===== src/design/dmm_pkg.sv =====
`default_nettype none

package dmm_pkg;

  // Command codes carried in the opcode field
  typedef enum logic [1:0] {
    OP_WRITE_A = 2'd0,
    OP_WRITE_B = 2'd1,
    OP_COMPUTE = 2'd2
  } opcode_t;

  // Configuration register indexes
  typedef enum logic [1:0] {
    CFG_ROWS_A = 2'd0,
    CFG_INNER  = 2'd1,
    CFG_COLS_B = 2'd2
  } cfg_idx_t;

  localparam int DimW      = 4;
  localparam int IdxFieldW = 3;
  localparam int ValueW    = 16;
  localparam int SumW      = 40;
  localparam int DrainW    = 2;
  // Final drain count: hold busy past the final issue,
  // until the final result has been shown
  localparam logic [DrainW-1:0] DrainLast = 2'd2;
  localparam logic [DimW-1:0]   DimReset  = 4'd8;

  typedef enum logic [1:0] {
    ST_IDLE,
    ST_RUN,
    ST_DRAIN
  } seq_state_t;

  typedef struct packed {
    logic [1:0]              opcode;
    logic [IdxFieldW-1:0]    row;
    logic [IdxFieldW-1:0]    col;
    logic signed [ValueW-1:0] value;
  } in_item_t;

  typedef struct packed {
    logic [IdxFieldW-1:0]   out_row;
    logic [IdxFieldW-1:0]   out_col;
    logic signed [SumW-1:0] sum;
    logic                   last;
  } out_item_t;

  // Effective matrix dimensions
  typedef struct packed {
    logic [DimW-1:0] nr;
    logic [DimW-1:0] nk;
    logic [DimW-1:0] nc;
  } dims_t;

  // Control that travels with each multiply-accumulate beat
  typedef struct packed {
    logic                 vld;
    logic                 first;
    logic                 fin;
    logic                 last;
    logic [IdxFieldW-1:0] row;
    logic [IdxFieldW-1:0] col;
  } mac_ctl_t;

  // Clamp a dimension register into 1..max_dim
  function automatic logic [DimW-1:0] eff_dim(input logic [DimW-1:0] raw,
                                               input logic [DimW-1:0] max_dim);
    logic [DimW-1:0] res;
    if (raw == '0) begin
      res = 4'd1;
    end else if (raw > max_dim) begin
      res = max_dim;
    end else begin
      res = raw;
    end
    return res;
  endfunction

endpackage

`default_nettype wire


===== src/design/dmm_mem.sv =====
`default_nettype none

module dmm_mem #(
  parameter int DEPTH = 64,
  parameter int AW    = 6,
  parameter int DW    = 16
) (
  input  wire logic          clk,
  input  wire logic          we,
  input  wire logic [AW-1:0] waddr,
  input  wire logic [DW-1:0] wdata,
  input  wire logic [AW-1:0] raddr,
  output logic      [DW-1:0] rdata_r
);

  logic [DW-1:0] mem [DEPTH];

  // Write one element
  always_ff @(posedge clk) begin
    if (we) begin
      mem[waddr] <= wdata;
    end
  end

  // Registered read
  always_ff @(posedge clk) begin
    rdata_r <= mem[raddr];
  end

endmodule

`default_nettype wire


===== src/design/dmm_mac.sv =====
`default_nettype none

module dmm_mac #(
  parameter int ELEM_BITS = 16
) (
  input  wire logic                    clk,
  input  wire logic                    rst_n,
  input  wire dmm_pkg::mac_ctl_t       ctl,
  input  wire logic [ELEM_BITS-1:0]    a_rdata,
  input  wire logic [ELEM_BITS-1:0]    b_rdata,
  output logic                         out_valid,
  output dmm_pkg::out_item_t           out_data
);

  import dmm_pkg::*;

  localparam int PW = 2 * ELEM_BITS;

  mac_ctl_t             s1_r, s1_nxt;
  mac_ctl_t             s2_r, s2_nxt;
  logic signed [PW-1:0] prod_r, prod_nxt;
  logic signed [SumW-1:0] acc_r, acc_nxt;
  logic signed [SumW-1:0] prod_ext;
  logic                 out_valid_r, out_valid_nxt;
  out_item_t            out_r, out_nxt;

  // Multiply the operands read this beat, then sign-extend into the sum width and accumulate
  always_comb begin
    s1_nxt   = ctl;
    s2_nxt   = s1_r;
    prod_nxt = $signed(a_rdata) * $signed(b_rdata);
    prod_ext = SumW'({{64{prod_r[PW-1]}}, prod_r});
    acc_nxt  = (s2_r.first ? '0 : acc_r) + prod_ext;
  end

  // Emit a result on the final beat of each dot product
  always_comb begin
    out_valid_nxt = s2_r.vld & s2_r.fin;
    out_nxt       = out_r;
    if (s2_r.vld && s2_r.fin) begin
      out_nxt.out_row = s2_r.row;
      out_nxt.out_col = s2_r.col;
      out_nxt.sum     = acc_nxt;
      out_nxt.last    = s2_r.last;
    end
  end

  // Advance control stages
  always_ff @(posedge clk) begin
    if (!rst_n) begin
      s1_r        <= '0;
      s2_r        <= '0;
      out_valid_r <= 1'b0;
    end else begin
      s1_r        <= s1_nxt;
      s2_r        <= s2_nxt;
      out_valid_r <= out_valid_nxt;
    end
  end

  // Hold product, sum and result
  always_ff @(posedge clk) begin
    prod_r <= prod_nxt;
    out_r  <= out_nxt;
    if (s2_r.vld) begin
      acc_r <= acc_nxt;
    end
  end

  assign out_valid = out_valid_r;
  assign out_data  = out_r;

endmodule

`default_nettype wire


===== src/design/dmm_seq.sv =====
`default_nettype none

module dmm_seq #(
  parameter int MAX_DIM = 8,
  parameter int AW      = 6
) (
  input  wire logic            clk,
  input  wire logic            rst_n,
  input  wire logic            go,
  input  wire dmm_pkg::dims_t  dims,
  output logic                 busy,
  output dmm_pkg::mac_ctl_t    ctl,
  output logic [AW-1:0]        a_raddr,
  output logic [AW-1:0]        b_raddr
);

  import dmm_pkg::*;

  localparam int IDX_W = (MAX_DIM > 1) ? $clog2(MAX_DIM) : 1;

  seq_state_t        state_r, state_nxt;
  logic [IDX_W-1:0]  i_r, i_nxt;
  logic [IDX_W-1:0]  j_r, j_nxt;
  logic [IDX_W-1:0]  k_r, k_nxt;
  logic [DrainW-1:0] drain_r, drain_nxt;
  logic              i_end, j_end, k_end;

  assign i_end = DimW'(i_r) == dims.nr - 4'd1;
  assign j_end = DimW'(j_r) == dims.nc - 4'd1;
  assign k_end = DimW'(k_r) == dims.nk - 4'd1;

  // Next state: walk i, then j, then k innermost, one beat a cycle
  always_comb begin
    state_nxt = state_r;
    i_nxt     = i_r;
    j_nxt     = j_r;
    k_nxt     = k_r;
    drain_nxt = drain_r;
    unique case (state_r)
      ST_IDLE: begin
        if (go) begin
          state_nxt = ST_RUN;
          i_nxt     = '0;
          j_nxt     = '0;
          k_nxt     = '0;
        end
      end
      ST_RUN: begin
        if (!k_end) begin
          k_nxt = k_r + 1'b1;
        end else begin
          k_nxt = '0;
          if (!j_end) begin
            j_nxt = j_r + 1'b1;
          end else begin
            j_nxt = '0;
            if (!i_end) begin
              i_nxt = i_r + 1'b1;
            end else begin
              state_nxt = ST_DRAIN;
              drain_nxt = '0;
            end
          end
        end
      end
      ST_DRAIN: begin
        drain_nxt = drain_r + 1'b1;
        if (drain_r == DrainLast) begin
          state_nxt = ST_IDLE;
        end
      end
      default: begin
        state_nxt = ST_IDLE;
      end
    endcase
  end

  always_ff @(posedge clk) begin
    if (!rst_n) begin
      state_r <= ST_IDLE;
      drain_r <= '0;
    end else begin
      state_r <= state_nxt;
      drain_r <= drain_nxt;
    end
  end

  always_ff @(posedge clk) begin
    i_r <= i_nxt;
    j_r <= j_nxt;
    k_r <= k_nxt;
  end

  // Drive the beat issued this cycle
  always_comb begin
    ctl.vld   = state_r == ST_RUN;
    ctl.first = k_r == '0;
    ctl.fin   = k_end;
    ctl.last  = k_end & j_end & i_end;
    ctl.row   = IdxFieldW'(i_r);
    ctl.col   = IdxFieldW'(j_r);
    a_raddr   = AW'(i_r * MAX_DIM + k_r);
    b_raddr   = AW'(k_r * MAX_DIM + j_r);
  end

  assign busy = state_r != ST_IDLE;

endmodule

`default_nettype wire


===== src/design/dense_matrix_multiply.sv =====
`default_nettype none

// Dense matrix multiplier C = A * B. Write elements of A (opcode 0) and B
// (opcode 1) one per start; each write leaves busy low. Writes outside the
// configured dimensions are dropped. A compute start (opcode 2) raises busy
// and emits every product element in row-major order, one out_valid beat
// each, the final one marked by last; the receiver cannot stall, so take
// every beat as it comes. A compute keeps busy high until its last result
// has been shown: one shared multiply-accumulate handles one inner-index
// term per cycle, and each term passes through registered read, multiply
// and add steps. Dimension registers reading 0 act as 1 and above MAX_DIM
// act as MAX_DIM; write them only while busy is low. Reading an element
// never written gives an undefined sum.
module dense_matrix_multiply #(
  parameter int MAX_DIM   = 8,
  parameter int ELEM_BITS = 16
) (
  input  wire logic                clk,
  input  wire logic                rst_n,
  input  wire logic                start,
  input  wire dmm_pkg::in_item_t   in_data,
  output logic                     busy,
  output logic                     out_valid,
  output dmm_pkg::out_item_t       out_data,
  input  wire logic                cfg_we,
  input  wire logic [1:0]          cfg_idx,
  input  wire logic [3:0]          cfg_data
);

  import dmm_pkg::*;

  localparam int DEPTH = MAX_DIM * MAX_DIM;
  localparam int AW    = (MAX_DIM > 1) ? $clog2(DEPTH) : 1;
  localparam int IDX_W = (MAX_DIM > 1) ? $clog2(MAX_DIM) : 1;

  logic [DimW-1:0]      rows_a_r, inner_r, cols_b_r;
  dims_t                dims;
  logic                 accept;
  logic                 go;
  logic                 a_we, b_we;
  logic [AW-1:0]        waddr;
  logic [ELEM_BITS-1:0] wdata;
  logic [AW-1:0]        a_raddr, b_raddr;
  logic [ELEM_BITS-1:0] a_rdata, b_rdata;
  mac_ctl_t             ctl;

  // Configuration registers
  always_ff @(posedge clk) begin
    if (!rst_n) begin
      rows_a_r <= DimReset;
      inner_r  <= DimReset;
      cols_b_r <= DimReset;
    end else if (cfg_we) begin
      unique case (cfg_idx)
        CFG_ROWS_A: rows_a_r <= cfg_data;
        CFG_INNER:  inner_r  <= cfg_data;
        CFG_COLS_B: cols_b_r <= cfg_data;
        default:    ;
      endcase
    end
  end

  always_comb begin
    dims.nr = eff_dim(rows_a_r, DimW'(MAX_DIM));
    dims.nk = eff_dim(inner_r, DimW'(MAX_DIM));
    dims.nc = eff_dim(cols_b_r, DimW'(MAX_DIM));
  end

  // Decode accepted beats; drop writes outside the matrix
  always_comb begin
    accept = start & ~busy;
    go     = accept & (in_data.opcode == OP_COMPUTE);
    a_we   = accept & (in_data.opcode == OP_WRITE_A) &
             (DimW'(in_data.row) < dims.nr) & (DimW'(in_data.col) < dims.nk);
    b_we   = accept & (in_data.opcode == OP_WRITE_B) &
             (DimW'(in_data.row) < dims.nk) & (DimW'(in_data.col) < dims.nc);
    waddr  = AW'(in_data.row[IDX_W-1:0] * MAX_DIM + in_data.col[IDX_W-1:0]);
    wdata  = ELEM_BITS'({{ValueW{in_data.value[ValueW-1]}}, in_data.value});
  end

  dmm_mem #(
    .DEPTH (DEPTH),
    .AW    (AW),
    .DW    (ELEM_BITS)
  ) u_mem_a (
    .clk     (clk),
    .we      (a_we),
    .waddr   (waddr),
    .wdata   (wdata),
    .raddr   (a_raddr),
    .rdata_r (a_rdata)
  );

  dmm_mem #(
    .DEPTH (DEPTH),
    .AW    (AW),
    .DW    (ELEM_BITS)
  ) u_mem_b (
    .clk     (clk),
    .we      (b_we),
    .waddr   (waddr),
    .wdata   (wdata),
    .raddr   (b_raddr),
    .rdata_r (b_rdata)
  );

  dmm_seq #(
    .MAX_DIM (MAX_DIM),
    .AW      (AW)
  ) u_seq (
    .clk     (clk),
    .rst_n   (rst_n),
    .go      (go),
    .dims    (dims),
    .busy    (busy),
    .ctl     (ctl),
    .a_raddr (a_raddr),
    .b_raddr (b_raddr)
  );

  dmm_mac #(
    .ELEM_BITS (ELEM_BITS)
  ) u_mac (
    .clk       (clk),
    .rst_n     (rst_n),
    .ctl       (ctl),
    .a_rdata   (a_rdata),
    .b_rdata   (b_rdata),
    .out_valid (out_valid),
    .out_data  (out_data)
  );

endmodule

`default_nettype wire


===== config.mk =====
export PLATFORM = sky130hd
export DESIGN_NAME = dense_matrix_multiply
export DESIGN_NICKNAME = d
export VERILOG_FILES = /design/src/design/dmm_pkg.sv /design/src/design/dmm_mem.sv /design/src/design/dmm_mac.sv /design/src/design/dmm_seq.sv /design/src/design/dense_matrix_multiply.sv
export SDC_FILE = /design/constraint.sdc
export NUM_CORES = 2
export LEC_CHECK = 0
export ABC_AREA = 1
export BUFFER_PORTS_ARGS = -buffer_cell sky130_fd_sc_hd__buf_2
export CORE_UTILIZATION = 40
export DETAILED_ROUTE_END_ITERATION = 7
export GPL_TIMING_DRIVEN = 0
export PLACE_DENSITY = 0.57
export SYNTH_ARGS = -nofsm -noshare
export SYNTH_HDL_FRONTEND = slang
export SYNTH_SLANG_ARGS = --single-unit
export TNS_END_PERCENT = 50

===== constraint.sdc =====
create_clock -name clk -period 9.4 [get_ports clk]
set_clock_uncertainty 0.1 [all_clocks]
set_input_delay 1.88 -clock clk [delete_from_list [all_inputs] [get_ports clk]]
set_output_delay 1.88 -clock clk [all_outputs]
set_load 0.03 [all_outputs]

# == After elaboration in Yosys (flattened, before gate mapping) ==
# Memory sizes are Yosys's and may differ from the RTL's. A register that Yosys moved wholly into a read port is not among the register bits.
# Cells that the tools add are included.
# classes
n_lt_le_gt_ge,7
addsub,11
n_eq_ne,16
n_mul,1
bitwise,12
n_reduce_logical,19
muxes,31
# ops
op,n
adder 40 bit,1
2-to-1 mux 40 bit,1
multiplier 16 x 16 -> 32 bit,1
2-to-1 mux 4 bit,6
2-to-1 mux 3 bit,7
adder 6 x 3 -> 6 bit,3
case mux 3 bit (2 select lines),3
< comparator 3 x 4 -> 1 bit,4
2-to-1 mux 2 bit,8
equality test 3 x 4 -> 1 bit,3
> comparator 4 bit (second input constant),3
logical NOT 4 bit,3
subtractor 4 x 1 -> 4 bit (second input constant),3
bitwise AND 1 bit,11
inequality test 2 bit (second input constant),5
AND reduction 5 bit,2
adder 3 x 1 -> 3 bit (second input constant),3
equality test 2 bit (second input constant),4
AND reduction 2 bit,4
equality test 2 x 1 -> 1 bit (second input constant),3
logical NOT 2 bit,3
case mux 2 bit (3 select lines),1
nonzero test 2 bit,3
2-to-1 mux 1 bit,4
other kinds (8),8
# word_totals
inputBits,34
register_bits,165
ramBits,2048
elab_cells,126
output_inout_bits,49
memories,2
# mem_list
name,words,word_bits,rd,rd_ports_with_merged_regs,write_ports,line,source
u_mem_a.mem,64,16,1,1,1,dmm_mem.sv:16,logic [DW-1:0] mem [DEPTH];
u_mem_b.mem,64,16,1,1,1,dmm_mem.sv:16,

# == Logic depth before layout (Yosys ltp) ==
# depth
word_depth,9
depth_mapped,27
depth_no_buf,25

# == Cells and area by module ==
# From an unflattened synthesis, not the netlist that was laid out.
# hier_totals
cells_unflattened,9740
area_unflattened_um2,104318.8
# modules_own_cells
mod,area_per_inst_um2,cells_per_inst,instances
dmm_mem,42099.1,3517,2
dmm_mac,18129.9,2409,1
dmm_seq,1148.6,162,1
dense_matrix_multiply,842.1,135,1

# == Worst setup path after synthesis ==
# No wires, ideal clock.
# synth_path
kind,reg2reg
start,reg u_mem_b.rdata_r[2] (read register of u_mem_b.mem)
end,reg u_mac.prod_r[31]
slack_ns,3.620
setup_time_ns,0.112
stages_incl_launch_ff,22
required_ns,9.188
arrival_ns,5.568
path_cell_list,dfxtp_1 > clkbuf_1 > clkbuf_1 > nand2_1 > fa_1 > inv_1 > fa_1 > fa_1 > fa_1 > fa_1 > inv_1 > fa_1 > inv_1 > ha_1 > nand2_1 > o21ai_0 > nor2_1 > or2_2 > nand3_1 > inv_1 > nand2_1 > nand2_1
# synth_between
elab_chain_len,1
# synth_lines
item,line,source
start: declaration,dmm_mem.sv:13,output logic [DW-1:0] rdata_r
multiplier 16 x 16 -> 32 bit,dmm_mac.sv:31,prod_nxt = $signed(a_rdata) * $signed(b_rdata);
named net u_mac.prod_nxt[31],dmm_mac.sv:21,"logic signed [PW-1:0] prod_r, prod_nxt;"
end signal: assignment,dmm_mac.sv:63,prod_r <= prod_nxt;
end: declaration,dmm_mac.sv:21,
# The timed path passes the listed nets, and every way through them passes these cells.
# A chain may end at the register's enable or synchronous reset.

# == Final worst setup path ==
# Ends and elaborated chain as after synthesis.

==> metrics.cfg <==
[power]
switching_power_mw = 20.4
power_density_nw_per_um2 = 383
p_int_mw = 24.8
power.leakage_nw = 44.7
ir_drop_v = 0.00106
p_sw_frac = 0.451
pwr-share-seq = 0.256
p_clk_frac = 0.199
pwr-share-comb = 0.545

[floorplanning]
pin_count = 83
fp-row-count = 185
die_h_microns = 507
start_util = 0.402
die_x_microns = 507
dieArea_sq_um = 257000
coreArea_sq_um = 254000

[clocking]
hold_buffers = 0
post_cts_buffers = 0
cts_tree = done
cts-root-buf = clkbuf_16
clkTransAtPathRegs_ns = 0.06
cts.repair.resized = 0
cts_buffer_depth = 3
cts_sinks = 2245
cts_max_level = 4
numCtsBuffers = 226
clkLatencyLatePin_ns = 0.90

[logic_synthesis]
yosysTopAreaCell = edfxtp_1
ys_seq_area_frac = 0.650
ys_ff_latch = 2245
yosysTopAreaCellShare = 0.630
ys.flop_type = edfxtp_1
synth_edf_count = 2144
synth_cell_type_count = 42
async_flop_share = 0
synth_xor_area_frac = 0.00523
syn_inst = 9152
netlist_area_sq_um = 102000
synth_compound_area_frac = 0.0557
muxShareOfSynthArea = 0
syn_area_per_cell_sq_um = 11.2
synth_top_family_by_area = simple AND/OR/NAND/NOR gates
ys_top_cells_by_area = edfxtp_1 (63%), nand2_1 (7.9%), nand3_1 (5.7%)
synth_simple_gate_area_frac = 0.168
yosys_warnings = 0
synthAdderAreaFrac = 0.0683
syn-num-nets = 9586

[job]
drv_cap = 0

[sta]
fmax_ghz = 0.141
whs_ns = 0.303
fin_crit_sh = 0.754
slew_headroom = 0.0333
setup_viol_count_final = 0
fin_ws_ns = 2.31
layout_min_cycle_time_ns = 7.09
drv_slew = 0
rsz0062_at_grt = false
finalHoldViolations = 0
worst_pin_slew_ns = 1.45
fin_tns_setup_ns = 0

[global_route]
grt_pass1_vias = 70900
grt_pass1_wl_microns = 518000
grt_overflow = 0
grt_max_degree = 92
track_usage = 0.283
antenna_found_initial = 25

[critical_path]
critPathRequiredTime_ns = 10.09
crit_fanout = 10
cp-end-kind = flop
startpoint_type = flop
crit_type = flop to flop
critPathArrivalTime_ns = 7.78

[route]
wirelength_microns = 370000
drt_iter0_markers = 10600
drt-pass1-iter-count = 6
via_per_inst = 5.63
postRouteAntennaNets = 0
drc = 0
dr_total_vias = 74900
wire_per_inst_microns = 27.8

[placed_design]
io_buffers = 82
placed_cells = 12900
pre_cts_slack_ns = 2.24
gp_congestion = 1.00
dpl_cell_area_sq_um = 111000
hpwl_microns = 272000

[cells_and_area]
fillCellCount = 23100
stdcell_count = 13300
layout_common_cells = nand2_1 (2147), edfxtp_1 (2144), nand3_1 (1160), inv_1 (729), nor2_1 (594)
fin_area_sq_um = 118000
drive_gt1_frac = 0.105
area_growth_pct = 15.8
finalNetCount = 10200
final_common_cell = nand2_1

[worst_hold_path]
hold_path_class = flop to flop

[run_status]
status = complete, no violations

path summary, 6_finish.rpt:
kind,start,end,slack (ns),depth (start not counted)
setup reg to reg,u_mem_b.rdata_r[2],u_mac.prod_r[31],2.31,21
hold / removal,u_mac.s2_r[2],u_mac.out_data[43],0.30,0
setup / recovery,u_mem_b.rdata_r[2],u_mac.prod_r[31],2.31,21
hold reg to reg,u_mac.s2_r[2],u_mac.out_data[43],0.30,0
registers in the layout (all words and copies together), names as in the netlist:
| signal | flops |
|---|---|
| cols_b_r | 4 |
| inner_r | 4 |
| rows_a_r | 4 |
| u_mac.acc_r | 40 |
| u_mac.out_data | 47 |
| u_mac.out_valid | 1 |
| u_mac.prod_r | 32 |
| u_mac.s1_r | 10 |
| u_mac.s2_r | 10 |
| u_mem_a.mem | 1024 |
| u_mem_a.rdata_r | 16 |
| u_mem_b.mem | 1024 |
| u_mem_b.rdata_r | 16 |
| u_seq.drain_r | 2 |
| u_seq.i_r | 3 |
| u_seq.j_r | 3 |
| u_seq.k_r | 3 |
| u_seq.state_r | 2 |
cells by family after synthesis:
| group | after synthesis |
|---|---|
| buffers and inverters | 1270 |
| xor gates and xnor gates | 61 |
| AOI/OAI and AO/OA | 1073 |
| adders and majority gates | 400 |
| and+or+nand+nor | 4103 |
| DFF | 2245 |
per-layer routing:
| layer | wire [microns] | track usage | vias up |
|---|---|---|---|
| met5 | 485 | 0.00500 | - |
| met4 | 18300 | 0.125 | 16 |
| met3 | 40700 | 0.0664 | 760 |
| met2 | 163000 | 0.428 | 4331 |
| met1 | 148000 | 0.388 | 37100 |
| li1 | - | - | 32700 |
through the flow:
step	total power, mW	utilization
2_1_floorplan	28.4	-
3_3_place_gp	36.6	0.420
3_5_place_dp	36.7	0.437
4_1_cts	45.7	0.466
5_1_grt	48.8	0.466
6_report	45.3	0.466
worst max-delay path, stage by stage (launching register included):
cell      delay [ns]
dfxtp_1         0.36
clkbuf_1        0.44
clkbuf_1        0.58
nand2_1         0.24
fa_1            0.68
inv_1           0.16
fa_1            0.85
fa_1            0.54
fa_1            0.50
fa_1            0.49
inv_1           0.05
fa_1            0.47
inv_1           0.04
ha_1            0.38
nand2_1         0.12
o21ai_0         0.30
nor2_1          0.12
or2_2           0.28
nand3_1         0.11
inv_1           0.05
nand2_1         0.06
nand2_1         0.05
cell usage after synthesis (20+ instances only):
cell      instances
xnor2_1          20
fa_1            263
dfxtp_1         101
inv_1           730
nor2_1          594
nand3_1        1160
nand4_1          22
buf_1            56
nor3_1          157
o21ai_0         572
a21oi_1         247
buf_2           165
xor2_1           41
edfxtp_1       2144
nand2_1        2147
clkbuf_1        251
ha_1            137
buf_4            24
buf_6            35
o22ai_1         192
o21ai_1          31
power by group through the flow:
stage,combinational [mW],sequential (mW),clock (mW)
2_1_floorplan,16.6,11.8,0
3_3_place_gp,24.8,11.8,0
3_5_place_dp,24.9,11.8,0
4_1_cts,25.0,11.6,9.07
5_1_grt,27.8,11.6,9.42
6_report,24.7,11.6,9.00
final cells by class:
cell class / count / area (sq um) / area share
clock buffers: 293 / 6020 / 0.0509
repair buffers: 349 / 3860 / 0.0327
inverters: 737 / 2770 / 0.0234
plain buffers: 533 / 2580 / 0.0218
clock inverters: 130 / 1330 / 0.0112
well taps: 3366 / 4210 / 0.0356
flip-flops and latches: 2245 / 66400 / 0.562
diodes: 11 / 27.5 / 0.000233
multi-input cells: 5637 / 31000 / 0.262
Power figures use the tool's default switching activity.
